`config.mk`:
```
export PLATFORM = sky130hd
export DESIGN_NAME = wpf_muldiv
export DESIGN_NICKNAME = d
export VERILOG_FILES = /design/src/wpf_pkg.sv /design/src/wpf_muldiv.sv
export SDC_FILE = /design/constraint.sdc
export NUM_CORES = 1
export LEC_CHECK = 0
export ABC_CLOCK_PERIOD_IN_PS = 4600
export BUFFER_PORTS_ARGS = -buffer_cell sky130_fd_sc_hd__buf_2
export CORE_MARGIN = 3
export CORE_UTILIZATION = 45
export CTS_BUF_LIST = sky130_fd_sc_hd__clkbuf_8
export CTS_CLUSTER_SIZE = 24
export DETAILED_ROUTE_END_ITERATION = 10
export PLACE_DENSITY = 0.59
export SYNTH_ARGS = -nofsm -noshare
export SYNTH_HDL_FRONTEND = slang
export SYNTH_SLANG_ARGS = --single-unit
```
`constraint.sdc`:
```
create_clock -name clk -period 4.6 [get_ports clk]
set_input_delay 0.92 -clock clk [delete_from_list [all_inputs] [get_ports clk]]
set_output_delay 0.92 -clock clk [all_outputs]
set_load 0.01 [all_outputs]
```
`src/wpf_pkg.sv`:
```
package wpf_pkg;

	typedef enum logic [1:0] {
		MODE_ROT    = 2'd0,
		MODE_FOLLOW = 2'd1,
		MODE_DONE   = 2'd2
	} mode_t;

	typedef enum logic [4:0] {
		ST_IDLE, ST_START_A, ST_START_B, ST_HEAD, ST_ROT, ST_ROT_MUL,
		ST_F_YAW, ST_F_TX, ST_F_TY, ST_F_DOT1, ST_F_DOT2, ST_F_DECIDE,
		ST_F_FINAL, ST_F_ADV, ST_F_SEG, ST_F_TS, ST_F_CS, ST_F_D1, ST_F_D2,
		ST_F_ERR, ST_F_CHK, ST_F_NUM, ST_F_DEN, ST_F_DIV, ST_F_T2, ST_EMIT
	} state_t;

	localparam logic [1:0] REQ_LOAD  = 2'd0;
	localparam logic [1:0] REQ_START = 2'd1;
	localparam logic [1:0] REQ_TICK  = 2'd2;

	localparam logic [2:0] REG_FWD_SPEED = 3'd0;
	localparam logic [2:0] REG_LOOKAHEAD = 3'd1;
	localparam logic [2:0] REG_ROT_GAIN  = 3'd2;
	localparam logic [2:0] REG_ANG_LIMIT = 3'd3;
	localparam logic [2:0] REG_HEAD_TOL  = 3'd4;

	localparam int CW = 40;
	localparam int ZW = 36;
	localparam logic signed [ZW-1:0] Q30_PI      = 36'sd3373259426;
	localparam logic signed [ZW-1:0] Q30_HALF_PI = 36'sd1686629713;
	localparam logic signed [ZW-1:0] Q30_TWO_PI  = 36'sd6746518852;
	localparam logic signed [CW-1:0] Q30_GAIN    = 40'sd652032874;

	typedef struct packed {
		logic                  start;
		logic                  vec;
		logic signed [CW-1:0]  x;
		logic signed [CW-1:0]  y;
		logic signed [ZW-1:0]  z;
	} cordic_req_t;

	typedef struct packed {
		logic               start;
		logic               div;
		logic signed [63:0] a;
		logic signed [63:0] b;
	} muldiv_req_t;

	function automatic logic [29:0] atan_q30(input logic [4:0] i);
		logic [29:0] r;
		case (i)
			5'd0: r = 30'd843314857;
			5'd1: r = 30'd497837830;
			5'd2: r = 30'd263043837;
			5'd3: r = 30'd133525159;
			5'd4: r = 30'd67021688;
			5'd5: r = 30'd33543515;
			5'd6: r = 30'd16775850;
			5'd7: r = 30'd8388438;
			5'd8: r = 30'd4194283;
			5'd9: r = 30'd2097150;
			5'd10: r = 30'd1048576;
			5'd11: r = 30'd524288;
			5'd12: r = 30'd262144;
			5'd13: r = 30'd131072;
			5'd14: r = 30'd65536;
			5'd15: r = 30'd32768;
			5'd16: r = 30'd16384;
			5'd17: r = 30'd8192;
			5'd18: r = 30'd4096;
			5'd19: r = 30'd2048;
			5'd20: r = 30'd1024;
			5'd21: r = 30'd512;
			5'd22: r = 30'd256;
			5'd23: r = 30'd128;
			5'd24: r = 30'd64;
			5'd25: r = 30'd32;
			5'd26: r = 30'd16;
			5'd27: r = 30'd8;
			5'd28: r = 30'd4;
			5'd29: r = 30'd2;
			5'd30: r = 30'd1;
			default: r = 30'd0;
		endcase
		return r;
	endfunction

	function automatic logic signed [31:0] sat32(input logic signed [63:0] v);
		logic signed [31:0] r;
		if (v > 64'sd2147483647) begin
			r = 32'sh7FFFFFFF;
		end else if (v < -64'sd2147483648) begin
			r = 32'sh80000000;
		end else begin
			r = v[31:0];
		end
		return r;
	endfunction

	function automatic logic signed [31:0] clamp_lim(input logic signed [63:0] v,
		input logic [30:0] lim);
		logic signed [63:0] l;
		logic signed [31:0] r;
		l = {33'd0, lim};
		if (v > l) begin
			r = l[31:0];
		end else if (v < -l) begin
			r = 32'(-l);
		end else begin
			r = v[31:0];
		end
		return r;
	endfunction

endpackage

```
`src/wpf_muldiv.sv`:
```
module wpf_muldiv (
	input  logic                 clk,
	input  logic                 arst_n,
	input  wpf_pkg::muldiv_req_t req,
	output logic signed [63:0]   result,
	output logic                 done
);
	logic [63:0] acc_q, am_q, bm_q, rem_n;
	logic        sign_q, div_q, busy_q, done_q;
	logic [5:0]  cnt_q;
	logic        fits;

	assign rem_n = {acc_q[62:0], am_q[63]};
	assign fits  = rem_n >= bm_q;

	always_ff @(posedge clk or negedge arst_n) begin
		if (!arst_n) begin
			busy_q <= 1'b0;
			done_q <= 1'b0;
			sign_q <= 1'b0;
			div_q  <= 1'b0;
			cnt_q  <= '0;
			acc_q  <= '0;
			am_q   <= '0;
			bm_q   <= '0;
		end else begin
			done_q <= 1'b0;
			if (req.start) begin
				busy_q <= 1'b1;
				sign_q <= req.a[63] ^ req.b[63];
				div_q  <= req.div;
				cnt_q  <= '0;
				acc_q  <= '0;
				am_q   <= req.a[63] ? -req.a : req.a;
				bm_q   <= req.b[63] ? -req.b : req.b;
			end else if (busy_q && !div_q) begin
				if (bm_q == 64'd0) begin
					busy_q <= 1'b0;
					done_q <= 1'b1;
				end else begin
					if (bm_q[0]) begin
						acc_q <= acc_q + am_q;
					end
					am_q <= {am_q[62:0], 1'b0};
					bm_q <= {1'b0, bm_q[63:1]};
				end
			end else if (busy_q) begin
				acc_q <= fits ? rem_n - bm_q : rem_n;
				am_q  <= {am_q[62:0], fits};
				cnt_q <= cnt_q + 6'd1;
				if (cnt_q == 6'd63) begin
					busy_q <= 1'b0;
					done_q <= 1'b1;
				end
			end
		end
	end

	always_comb begin
		if (div_q) begin
			result = sign_q ? -am_q : am_q;
		end else begin
			result = sign_q ? -acc_q : acc_q;
		end
	end

	assign done = done_q;
endmodule

```
* Yosys cells after proc, flatten, opt, wreduce, memory -nomap -nowiden
Cells that the tools add are included.
** Storage, ports and cells
- Input port bits :: 132
- Word-level logic and storage cells :: 64
- Output and inout port bits :: 65
- Bits in registers :: 202
** Operators by class
- Multiplexer cells :: 31
- Bitwise logic cells :: 1
- Eq/ne operators :: 6
- Add/sub/neg operators :: 7
- Magnitude comparators :: 1
- Reduce and logical (&&, ||, !) cells :: 10
** Operators by type and width (count)
- $mux W64 :: 18
- $neg A64 Y64 :: 4
- $add A64 B64 Y64 :: 1
- $ge A64 B64 Y1 :: 1
- $logic_not A64 Y1 :: 1
- $sub A64 B64 Y64 :: 1
- $mux W6 :: 3
- $mux W1 :: 10
- $add A6 B1 Y6 const B :: 1
- $eq A6 B6 Y1 const B :: 1
- $ne A3 B3 Y1 const B :: 2
- $reduce_and A2 Y1 :: 3
- $ne A2 B2 Y1 const B :: 2
- $reduce_bool A2 Y1 :: 2
- $ne A3 B2 Y1 const B :: 1
- $reduce_and A3 Y1 :: 1
- $reduce_bool A3 Y1 :: 1
- $logic_and A1 B1 Y1 :: 1
- $logic_not A1 Y1 :: 1
- $xor A1 B1 Y1 :: 1

* Logic depth before layout (Yosys ltp)
Gate-level depths: netlist of the first run.
- Depth in word-level cells :: 5
- Gate-level depth with buffers :: 16

* Worst setup path before layout of the first run
OpenSTA, ideal clock, no wires.
- Path kind :: reg2out
- Start :: register acc_q[11]
- End :: output result[63]
- Path buffers :: 0
- Cell stages (with the launch flop) :: 12
- Setup slack :: 0.211 ns
- Data arrival time :: 3.469 ns
- Data required time :: 3.680 ns
- Cells stage by stage :: dfrtp_1 or4_4 nor4_4 or3b_1 or2_2 or4_1 or3_1 nand2b_4 o41ai_2 xnor2_1 nor2_1 a21oi_1
** On the way
- Word-level cells in the longest chain between the ends :: 3
** RTL lines
- start: declaration :: RTL line wpf_muldiv.sv:8 : logic [63:0] acc_q, am_q, bm_q, rem_n;
- start signal: assignment :: RTL line wpf_muldiv.sv:42 : acc_q <= acc_q + am_q;
- start signal: assignment :: RTL line wpf_muldiv.sv:48 : acc_q <= fits ? rem_n - bm_q : rem_n;
- $neg A64 Y64 :: RTL line wpf_muldiv.sv:63 : result = sign_q ? -acc_q : acc_q;
- $mux W64 :: RTL line wpf_muldiv.sv:63
- $mux W64 :: RTL line wpf_muldiv.sv:60 : if (div_q) begin
- end: declaration :: RTL line wpf_muldiv.sv:5 : output logic signed [63:0] result,
Every way passes these cells.

* Final worst setup path of the first run
- Start :: register am_q[13]
- End :: output result[61]
** On the way
- Word-level cells in the longest chain between the ends :: 3
** RTL lines
- start: declaration :: RTL line wpf_muldiv.sv:8
- start signal: assignment :: RTL line wpf_muldiv.sv:34 : am_q <= req.a[63] ? -req.a : req.a;
- start signal: assignment :: RTL line wpf_muldiv.sv:44 : am_q <= {am_q[62:0], 1'b0};
- start signal: assignment :: RTL line wpf_muldiv.sv:49 : am_q <= {am_q[62:0], fits};
- $neg A64 Y64 :: RTL line wpf_muldiv.sv:61 : result = sign_q ? -am_q : am_q;
- $mux W64 :: RTL line wpf_muldiv.sv:61
- $mux W64 :: RTL line wpf_muldiv.sv:60
Every way passes these cells.

==> flow_summary.toml, run 1 <==
[run_status]
run_status = "finished, violations left"
violations = "negative setup slack"

[setup_path]
critPathMaxStageDelay_ns = 0.56
r2r-start = "am_q[63]"
cp.required_ns = 3.68
start_kind = "register"
crit_chain = "or4_4, nor3_4, nand2b_2, or4_4, or4_4, or3_4, or3_4, buf_4, o31ai_4, xor2_1, a21oi_1, buf_2"
ff2ff_path_depth = 14
worst_ep_arrival_time_ns = 4.33
endpoint_kind = "output pin"
criticalPathCategory = "register to output pin"
r2r_setup_slack_ns = 0.42
critPathSlowestCell = "or4_4"
r2r-end = "acc_q[56]"
cp_num_buf_inv = 2
crit_fanout = 4
cp_common_cell = "or4_4"
crit_family = "simple AND/OR/NAND/NOR gates"

[timing]
hold_viol_final = 0
timing.final.crit_share_pct = 114
period_needed_ns = 5.25
tightest_slew_ns = 0.940
fin_skew_ns = 0.0344
setup_violations = 26
max_slew_margin_pct = 37.1
whs_ns = 0.278
layout_setup_ws_ns = -0.653
maxSlewViolCount = 0
rsz0062_at_grt = "true"
fmax_ghz = 0.190

[route]
drc = 0
wire_per_inst_um = 20.0
vias = 24400
wl_um = 82400
wl_met1_um = 40800
routed_via_density = 5.94
top_layer = "met4"
ant_nets = 0
wl_met2_um = 33600
first_iter_violations = 1900
wl_met3_um = 5750
firstDrtPassIters = 5

[clocking]
clkTransAtPathRegs_ns = 0.06
cts.sinks = 202
numCtsBuffers = 40
insertion_delay_ns = 0.62
htreeDepth = 2
cts_tree = "yes"
clockRootBuffer = "clkbuf_8"
cts_buffer_depth = 3

[power_and_ir_drop]
power.density_nw_per_um2 = 559
p_leak_nw = 11.7
total_power_mw = 15.0
peakVddDrop_mv = 0.323

[synthesis]
yosysSeqAreaShare_pct = 21.7
synth_most_common_cell = "nand2_1"
ys.flop_type = "dfrtp_1"
synth-edff-count = 0
synth_top_area_share_pct = 21.7
avgSynthCellArea_um2 = 7.23
async_reset_ff_share_pct = 100
synth.net_count = 3483
syn-instance-count = 3217
synth_top_area_cell = "dfrtp_1"
synth_top_cells_by_count = "498 x nand2_1, 467 x o21ai_0, 238 x a21oi_1, 202 x dfrtp_1, 196 x xor2_1"
synth_warnings = 0
syn_area_um2 = 23300
synth_cell_types = 88
synth-seq-cells = 202
synth.area.top_cells = "dfrtp_1 22%, o21ai_0 10%, nand2_1 8.0%, xor2_1 7.4%, ha_1 7.1%"

[die]
start_util_pct = 46.0
rows = 82
die_h_um = 233
fp.dieW_um = 233
coreArea_um2 = 50600
pin_count = 197
dieArea_um2 = 54500

[grt]
grt_pass1_wl_um = 127000
track_usage_pct = 29.4
grt_max_degree = 172
overflow = 0
grt_pass1_vias = 22500
antenna_found_initial = 1

[finish]
drive_gt1_share_pct = 15.2
layout.nets = 3684
nFillCells = 5035
syn2layout_area_growth_pct = 15.5
postLayoutCoreUtil_pct = 53.1

[worst_hold_path]
hold_class = "input pin to asynchronous set/reset pin"

[placement]
dp_hpwl_um = 65700
gp_congestion = 0.936
port_buffers = 196
dp_slack_ns = -0.161

[run]
drv_cap = 0
[layer usage]
layer	up-vias	global-route usage, %
met5	-	0
met4	0	7.98
met3	123	3.60
met2	865	42.8
met1	11400	45.3
li1	12100	-
[logic make-up after synthesis]
group	share of synthesized area [%]
mux	1.22
buf+inv	4.88
simple gates	21.5
xor+xnor	13.5
compound gates	29.9
flops	21.7
fa+ha+maj	7.27
[sequential cells by signal (all words and copies together) (netlist names)]
signal and flops:
busy_q 1, sign_q 1, div_q 1, am_q 64, acc_q 64, cnt_q 6
bm_q 64, done 1
[per-stage QoR]
stage | std cells | setup TNS (ns) | area [um^2]
global route | 4117 | -12.53 | 26900
finish | 4118 | -7.88 | 26900
CTS | 4112 | -10.14 | 26700
global placement | 4035 | -0.340 | 25600
detailed placement | 4035 | -0.519 | 25600
floorplan | 3217 | 0 | 23300
[area by class of cell]
class / count / area [um^2] / share of cell area (%)
antenna: 1 / 2.50 / 0.00931
clock buffer: 49 / 674 / 2.51
clock inverter: 20 / 143 / 0.531
inverter: 109 / 409 / 1.52
multi-input combinational: 2714 / 17500 / 65.0
sequential: 202 / 5060 / 18.8
tap: 672 / 841 / 3.13
timing repair buffer: 351 / 2280 / 8.50
[placed cells by master (no fill, tap or decap), types with 42 or more instances in the layout]
cell      count
nand2_1     496
o21ai_0     453
a21oi_1     232
dfrtp_1     200
xor2_1      196
buf_2       193
nor2_1      163
xnor2_1     162
buf_4       143
ha_1        132
inv_1       119
a21o_1       93
o31ai_1      59
nor3_1       54
clkbuf_8     51
or3_1        47
nand4_1      43
o211ai_1     42
[timing repair]
action                                  in CTS  in global routing
pin swaps                                   14                 10
endpoints found under the setup margin      37                 42
gates resized for setup                     59                 27
hold buffers                                 0                  0
buffers inserted                             8                  7
[worst max-delay path by stage]
| stage | start | endpoint | cells past startpoint |
|---|---|---|---|
| 5_1_grt | am_q[13] | result[61] | 12 |
| 6_report | am_q[13] | result[61] | 12 |
| 2_1_floorplan | acc_q[11] | result[63] | 11 |
| 3_3_place_gp | acc_q[11] | result[63] | 13 |
| 4_1_cts | acc_q[11] | result[63] | 13 |
| 3_5_place_dp | acc_q[11] | result[63] | 13 |
[power by group]
part	switching, mW	leakage, nW	internal [mW]
sequential	0.659	2.44	2.17
clock	0.854	0.463	1.07
combinational	6.20	8.80	4.07
total	7.72	11.7	7.31
Power figures use the tool's default switching activity.
==> inputs of run 2 (changes only) <==
CELL_PAD_IN_SITES_DETAIL_PLACEMENT = 0   (was unset)
CELL_PAD_IN_SITES_GLOBAL_PLACEMENT = 2   (was unset)
CORE_UTILIZATION = 36   (was 45)
PLACE_DENSITY = 0.79   (was 0.59)
==> run 2 against run 1 <==
Net effect: the run still ends with negative setup slack left; die area grew 24%; final cell count grew 4.7%; total power grew 0.59%; design area grew 1.7%; via count shrank 1.6%; sequential power is essentially flat; clock skew shrank 0.0012 ns.
==> flow_summary.toml, run 2 (same netlist as run 1, synthesis figures left out) <==
[setup_path]
ff2ff_path_depth = 15
cp_num_buf_inv = 1
crit_fanout = 4
critPathMaxStageDelay_ns = 0.57
endpoint = "result[57]"
r2r-start = "acc_q[0]"
r2r-end = "acc_q[56]"
cp.required_ns = 3.68
worst_ep_arrival_time_ns = 4.29
endpoint_kind = "output pin"
crit_path_start = "am_q[13]"
r2r_setup_slack_ns = 0.27
cp_common_cell = "or4_4"
critPathSlowestCell = "or4_4"
criticalPathCategory = "register to output pin"
crit_family = "simple AND/OR/NAND/NOR gates"
crit_chain = "or4_4, nor3_4, nand2b_4, or4_4, or4_4, or3_4, or3_4, o41ai_4, xnor2_1, nand2_1, o21ai_1, buf_2"
start_kind = "register"
crit_cells = 12

[die]
fp.dieW_um = 260
dieArea_um2 = 67700
start_util_pct = 36.6
rows = 92
die_h_um = 260
coreArea_um2 = 63500
pin_count = 197

[grt]
grt_pass1_wl_um = 133000
grt_pass1_vias = 22800
antenna_found_initial = 1
overflow = 0
grt_max_degree = 175
track_usage_pct = 24.9

[route]
ant_nets = 0
vias = 24100
drc = 0
routed_via_density = 5.58
wl_um = 86200
first_iter_violations = 1492
wire_per_inst_um = 20.0
firstDrtPassIters = 5

[timing]
setup_violations = 24
timing.final.crit_share_pct = 113
rsz0062_at_grt = "true"
fin_skew_ns = 0.0332
whs_ns = 0.358
maxSlewViolCount = 0
layout_setup_ws_ns = -0.612
setup_tns_ns = -7.80
period_needed_ns = 5.21
tightest_slew_ns = 0.961
hold_viol_final = 0
fmax_ghz = 0.192
max_slew_margin_pct = 35.7

[worst_hold_path]
hold_class = "input pin to asynchronous set/reset pin"

[clocking]
clkTransAtPathRegs_ns = 0.06
cts_buffer_depth = 3
clockRootBuffer = "clkbuf_8"
cts_tree = "yes"
cts.sinks = 202
insertion_delay_ns = 0.62
numCtsBuffers = 39
htreeDepth = 2

[finish]
final_cell_mix = "493 x nand2_1, 449 x o21ai_0, 228 x a21oi_1"
syn2layout_area_growth_pct = 17.5
layout.nets = 3706
drive_gt1_share_pct = 16.0
seq_area_um2 = 5060
multi_input_area_um2 = 17600
nFillCells = 6769
reg_top3 = "acc_q (64), am_q (64), bm_q (64)"
layout_commonest_cell = "nand2_1"

[power_and_ir_drop]
peakVddDrop_mv = 0.290
power.density_nw_per_um2 = 553
p_leak_nw = 11.8

[run_status]
run_status = "finished, violations left"
violations = "negative setup slack"

[placement]
port_buffers = 196
gp_congestion = 0.909
dp_hpwl_um = 68700

[run]
drv_cap = 0
[run 2: changes by cell type in the layout (fill, tap and decap cells not counted), moves of 4 or more]
| cell | delta |
|---|---|
| a21oi_1 | -4 |
| buf_4 | +18 |
| o21ai_0 | -4 |
| buf_6 | +4 |
| a21oi_2 | +4 |
[run 2: area by class of cell]
cell class,instances,share of cell area [%]
Clock buffer,48,2.42
Sequential cell,202,18.5
Clock inverter,18,0.403
Multi-Input combinational cell,2714,64.2
Tap cell,846,3.87
Antenna cell,2,0.0183
Timing Repair Buffer,374,9.09
Inverter,109,1.50
[run 2: power by group]
part / internal, mW / switching (mW) / total (mW) / leakage, nW
clock network: 0.994 / 0.858 / 1.85 / 0.434
logic: 4.18 / 6.27 / 10.4 / 8.94
registers: 2.17 / 0.652 / 2.82 / 2.44
total: 7.34 / 7.78 / 15.1 / 11.8
[run 2: worst min-delay path by stage]
stage	start	end	slack, ns	cells past startpoint
finish	arst_n	am_q[4]	0.36	1
global route	arst_n	am_q[4]	0.41	1
CTS	arst_n	am_q[17]	0.40	1
detailed placement	bm_q[48]	bm_q[48]	0.50	2
global placement	bm_q[48]	bm_q[48]	0.48	2
floorplan	bm_q[63]	bm_q[63]	0.47	2
[run 2: worst reg2reg max path, stage by stage (launching register included)]
cell and delay [ns]:
dfrtp_1 0.38, buf_4 0.16, ha_1 0.24, fa_1 0.41
a21o_1 0.19, a21boi_0 0.27, o2111ai_1 0.23, a211oi_1 0.32
buf_4 0.18, nor3_1 0.07, o31a_1 0.29, a21boi_0 0.40
o21ai_1 0.21, a311oi_1 0.40, xnor2_1 0.14, a221o_1 0.33
[run 2: repair_timing]
item,CTS,global route
resized for setup,76,38
pin swaps,13,19
hold buffers,0,0
buffers inserted,11,10
endpoints found under the setup margin,39,37
[run 2: stage by stage]
step	power (mW)	util, %	worst slack [ns]	instance area, um^2	std cells
floorplan	9.44	-	0.211	23300	3217
global placement	12.9	40.8	-0.180	26000	4226
detailed placement	12.9	40.8	-0.219	26000	4226
CTS	15.0	42.7	-0.732	27100	4302
global route	16.4	43.0	-0.739	27300	4313
finish	15.1	43.0	-0.612	27300	4313
[run 2: layer usage]
| layer | GRT usage, % | part of all wire, % | up-vias |
|---|---|---|---|
| met5 | 0 | 0 | - |
| met4 | 5.44 | 2.0 | 0 |
| met3 | 2.63 | 4.6 | 91 |
| met2 | 36.5 | 41 | 611 |
| met1 | 38.7 | 52 | 11300 |
| li1 | - | - | 12100 |
==> inputs of run 3 (changes only) <==
SETUP_SLACK_MARGIN = 0.1   (was unset)
==> run 3 against run 2 <==
Net effect: the run still ends with negative setup slack left; clock power about the same; final cell count hardly changed; combinational power hardly changed; global-route usage about the same; routed wire length is 0.18% higher; worst hold slack improved by 0.0030 ns; largest power group unchanged.
==> flow_summary.toml, run 3 (same netlist as run 1, synthesis figures left out) <==
[run_status]
run_status = "finished, violations left"
violations = "negative setup slack"

[grt]
track_usage_pct = 24.9
grt_max_degree = 175
use_met1_pct = 38.7
globalRouteMet3Util_pct = 2.62
overflow = 0
gr-max-usage-layer = "met1"
met2_usage_pct = 36.5
antenna_found_initial = 1
grt_pass1_vias = 22800
grt_pass1_wl_um = 133000

[timing]
layout_setup_ws_ns = -0.608
timing.final.crit_share_pct = 113
period_needed_ns = 5.21
maxSlewViolCount = 0
setup_tns_ns = -8.17
hold_viol_final = 0
max_slew_margin_pct = 36.7
rsz0062_at_grt = "true"
tightest_slew_ns = 0.950
fin_skew_ns = 0.0334
setup_violations = 27
fmax_ghz = 0.192

[setup_path]
crit_chain = "or4_4, nor3_4, nand2b_4, or4_4, or4_4, or3_4, or3_4, o41ai_4, xnor2_1, nand2_1, o21ai_1, buf_2"
endpoint_kind = "output pin"
cp_num_buf_inv = 1
crit_family = "simple AND/OR/NAND/NOR gates"
critPathSlowestCell = "or4_4"
crit_fanout = 4
crit_path_start = "am_q[13]"
critPathMaxStageDelay_ns = 0.57
cp_common_cell = "or4_4"
worst_ep_arrival_time_ns = 4.29
criticalPathCategory = "register to output pin"
r2r-start = "acc_q[0]"
cp.required_ns = 3.68
start_kind = "register"

[clocking]
cts_buffer_depth = 3
cts_tree = "yes"
clkTransAtPathRegs_ns = 0.06
htreeDepth = 2
cts.sinks = 202
clockRootBuffer = "clkbuf_8"
cts_hold_buf = 0
insertion_delay_ns = 0.62
numCtsBuffers = 39

[route]
firstDrtPassIters = 6
drc = 0
first_iter_violations = 1557
ant_nets = 0
wire_per_inst_um = 20.0
routed_via_density = 5.60
wl_um = 86300
vias = 24200

[die]
pin_count = 197
fp.dieW_um = 260
die_h_um = 260
rows = 92
dieArea_um2 = 67700
start_util_pct = 36.6
coreArea_um2 = 63500

[finish]
nFillCells = 6766
final_cell_mix = "491 x nand2_1, 440 x o21ai_0, 226 x a21oi_1"
drive_gt1_share_pct = 16.4
layout.nets = 3710
reg_top3 = "acc_q (64), am_q (64), bm_q (64)"
syn2layout_area_growth_pct = 18.0
layout_commonest_cell = "nand2_1"

[power_and_ir_drop]
total_power_mw = 15.2
power.density_nw_per_um2 = 553
p_leak_nw = 11.9
peakVddDrop_mv = 0.289

[worst_hold_path]
hold_class = "input pin to asynchronous set/reset pin"

[placement]
dp_hpwl_um = 68700
port_buffers = 196
gp_congestion = 0.909

[run]
drv_cap = 0
[run 3: changes by cell type in the layout (fill, tap and decap cells not counted), moves of 2 or more]
cell | before | now
a21oi_2 | 10 | 12
o21ai_0 | 449 | 440
o21ai_1 | 14 | 18
a21oi_1 | 228 | 226
nand2_1 | 493 | 491
o21ai_2 | 7 | 12
nand2_4 | 0 | 3
buf_6 | 9 | 12
[run 3: worst register-to-register path, stage by stage (launching register included)]
cell       delay (ns)
dfrtp_1          0.37
buf_4            0.16
ha_1             0.24
fa_1             0.41
a21o_1           0.19
a21boi_0         0.27
o2111ai_1        0.23
a211oi_1         0.33
buf_4            0.18
nor3_1           0.07
o31a_1           0.29
a21boi_0         0.38
o21ai_1          0.20
a311oi_1         0.38
xnor2_1          0.14
a221o_1          0.33
[run 3: layout make-up]
| class | count | area (um^2) | share of cell area (%) |
|---|---|---|---|
| Sequential cell | 202 | 5060 | 18.4 |
| Inverter | 109 | 409 | 1.49 |
| Tap cell | 846 | 1060 | 3.86 |
| Clock buffer | 48 | 661 | 2.41 |
| Clock inverter | 18 | 110 | 0.401 |
| Antenna cell | 2 | 5.00 | 0.0182 |
| Multi-Input combinational cell | 2714 | 17600 | 64.2 |
| Timing Repair Buffer | 378 | 2520 | 9.20 |
[run 3: worst paths after layout]
path / endpoint / depth (start not counted) / slack (ns)
worst max-delay path: result[57] / 12 / -0.61
worst min-delay path: am_q[4] / 1 / 0.36
worst max register to register: acc_q[56] / 15 / 0.31
worst min register to register: bm_q[48] / 2 / 0.51
max in group asynchronous: div_q / 2 / 3.08
min in group clk: bm_q[48] / 2 / 0.51
[run 3: power breakdown]
| part | switching (mW) | leakage [nW] | total, mW | internal (mW) |
|---|---|---|---|---|
| clock network | 0.861 | 0.434 | 1.86 | 0.994 |
| logic | 6.30 | 9.00 | 10.5 | 4.20 |
| registers | 0.652 | 2.44 | 2.82 | 2.17 |
[run 3: layer usage]
layer  vias to the layer above  share of wire [%]
met5                         -                  0
met4                         0                2.1
met3                        91                4.9
met2                       625                 41
met1                     11300                 52
li1                      12100                  -
[run 3: through the flow]
stage	setup WS, ns	std cells	utilization, %	hold WS (ns)	area (um^2)
floorplan	0.211	3217	-	0.466	23300
global placement	-0.180	4226	40.8	0.483	26000
detailed placement	-0.219	4226	40.8	0.497	26000
CTS	-0.731	4304	42.8	0.398	27200
global route	-0.736	4317	43.2	0.408	27400
finish	-0.608	4317	43.2	0.361	27400
[run 3: repair_timing]
action,CTS,global route
resized for setup,94,46
pin swaps,19,22
buffers inserted,13,12
setup endpoints to repair,40,43
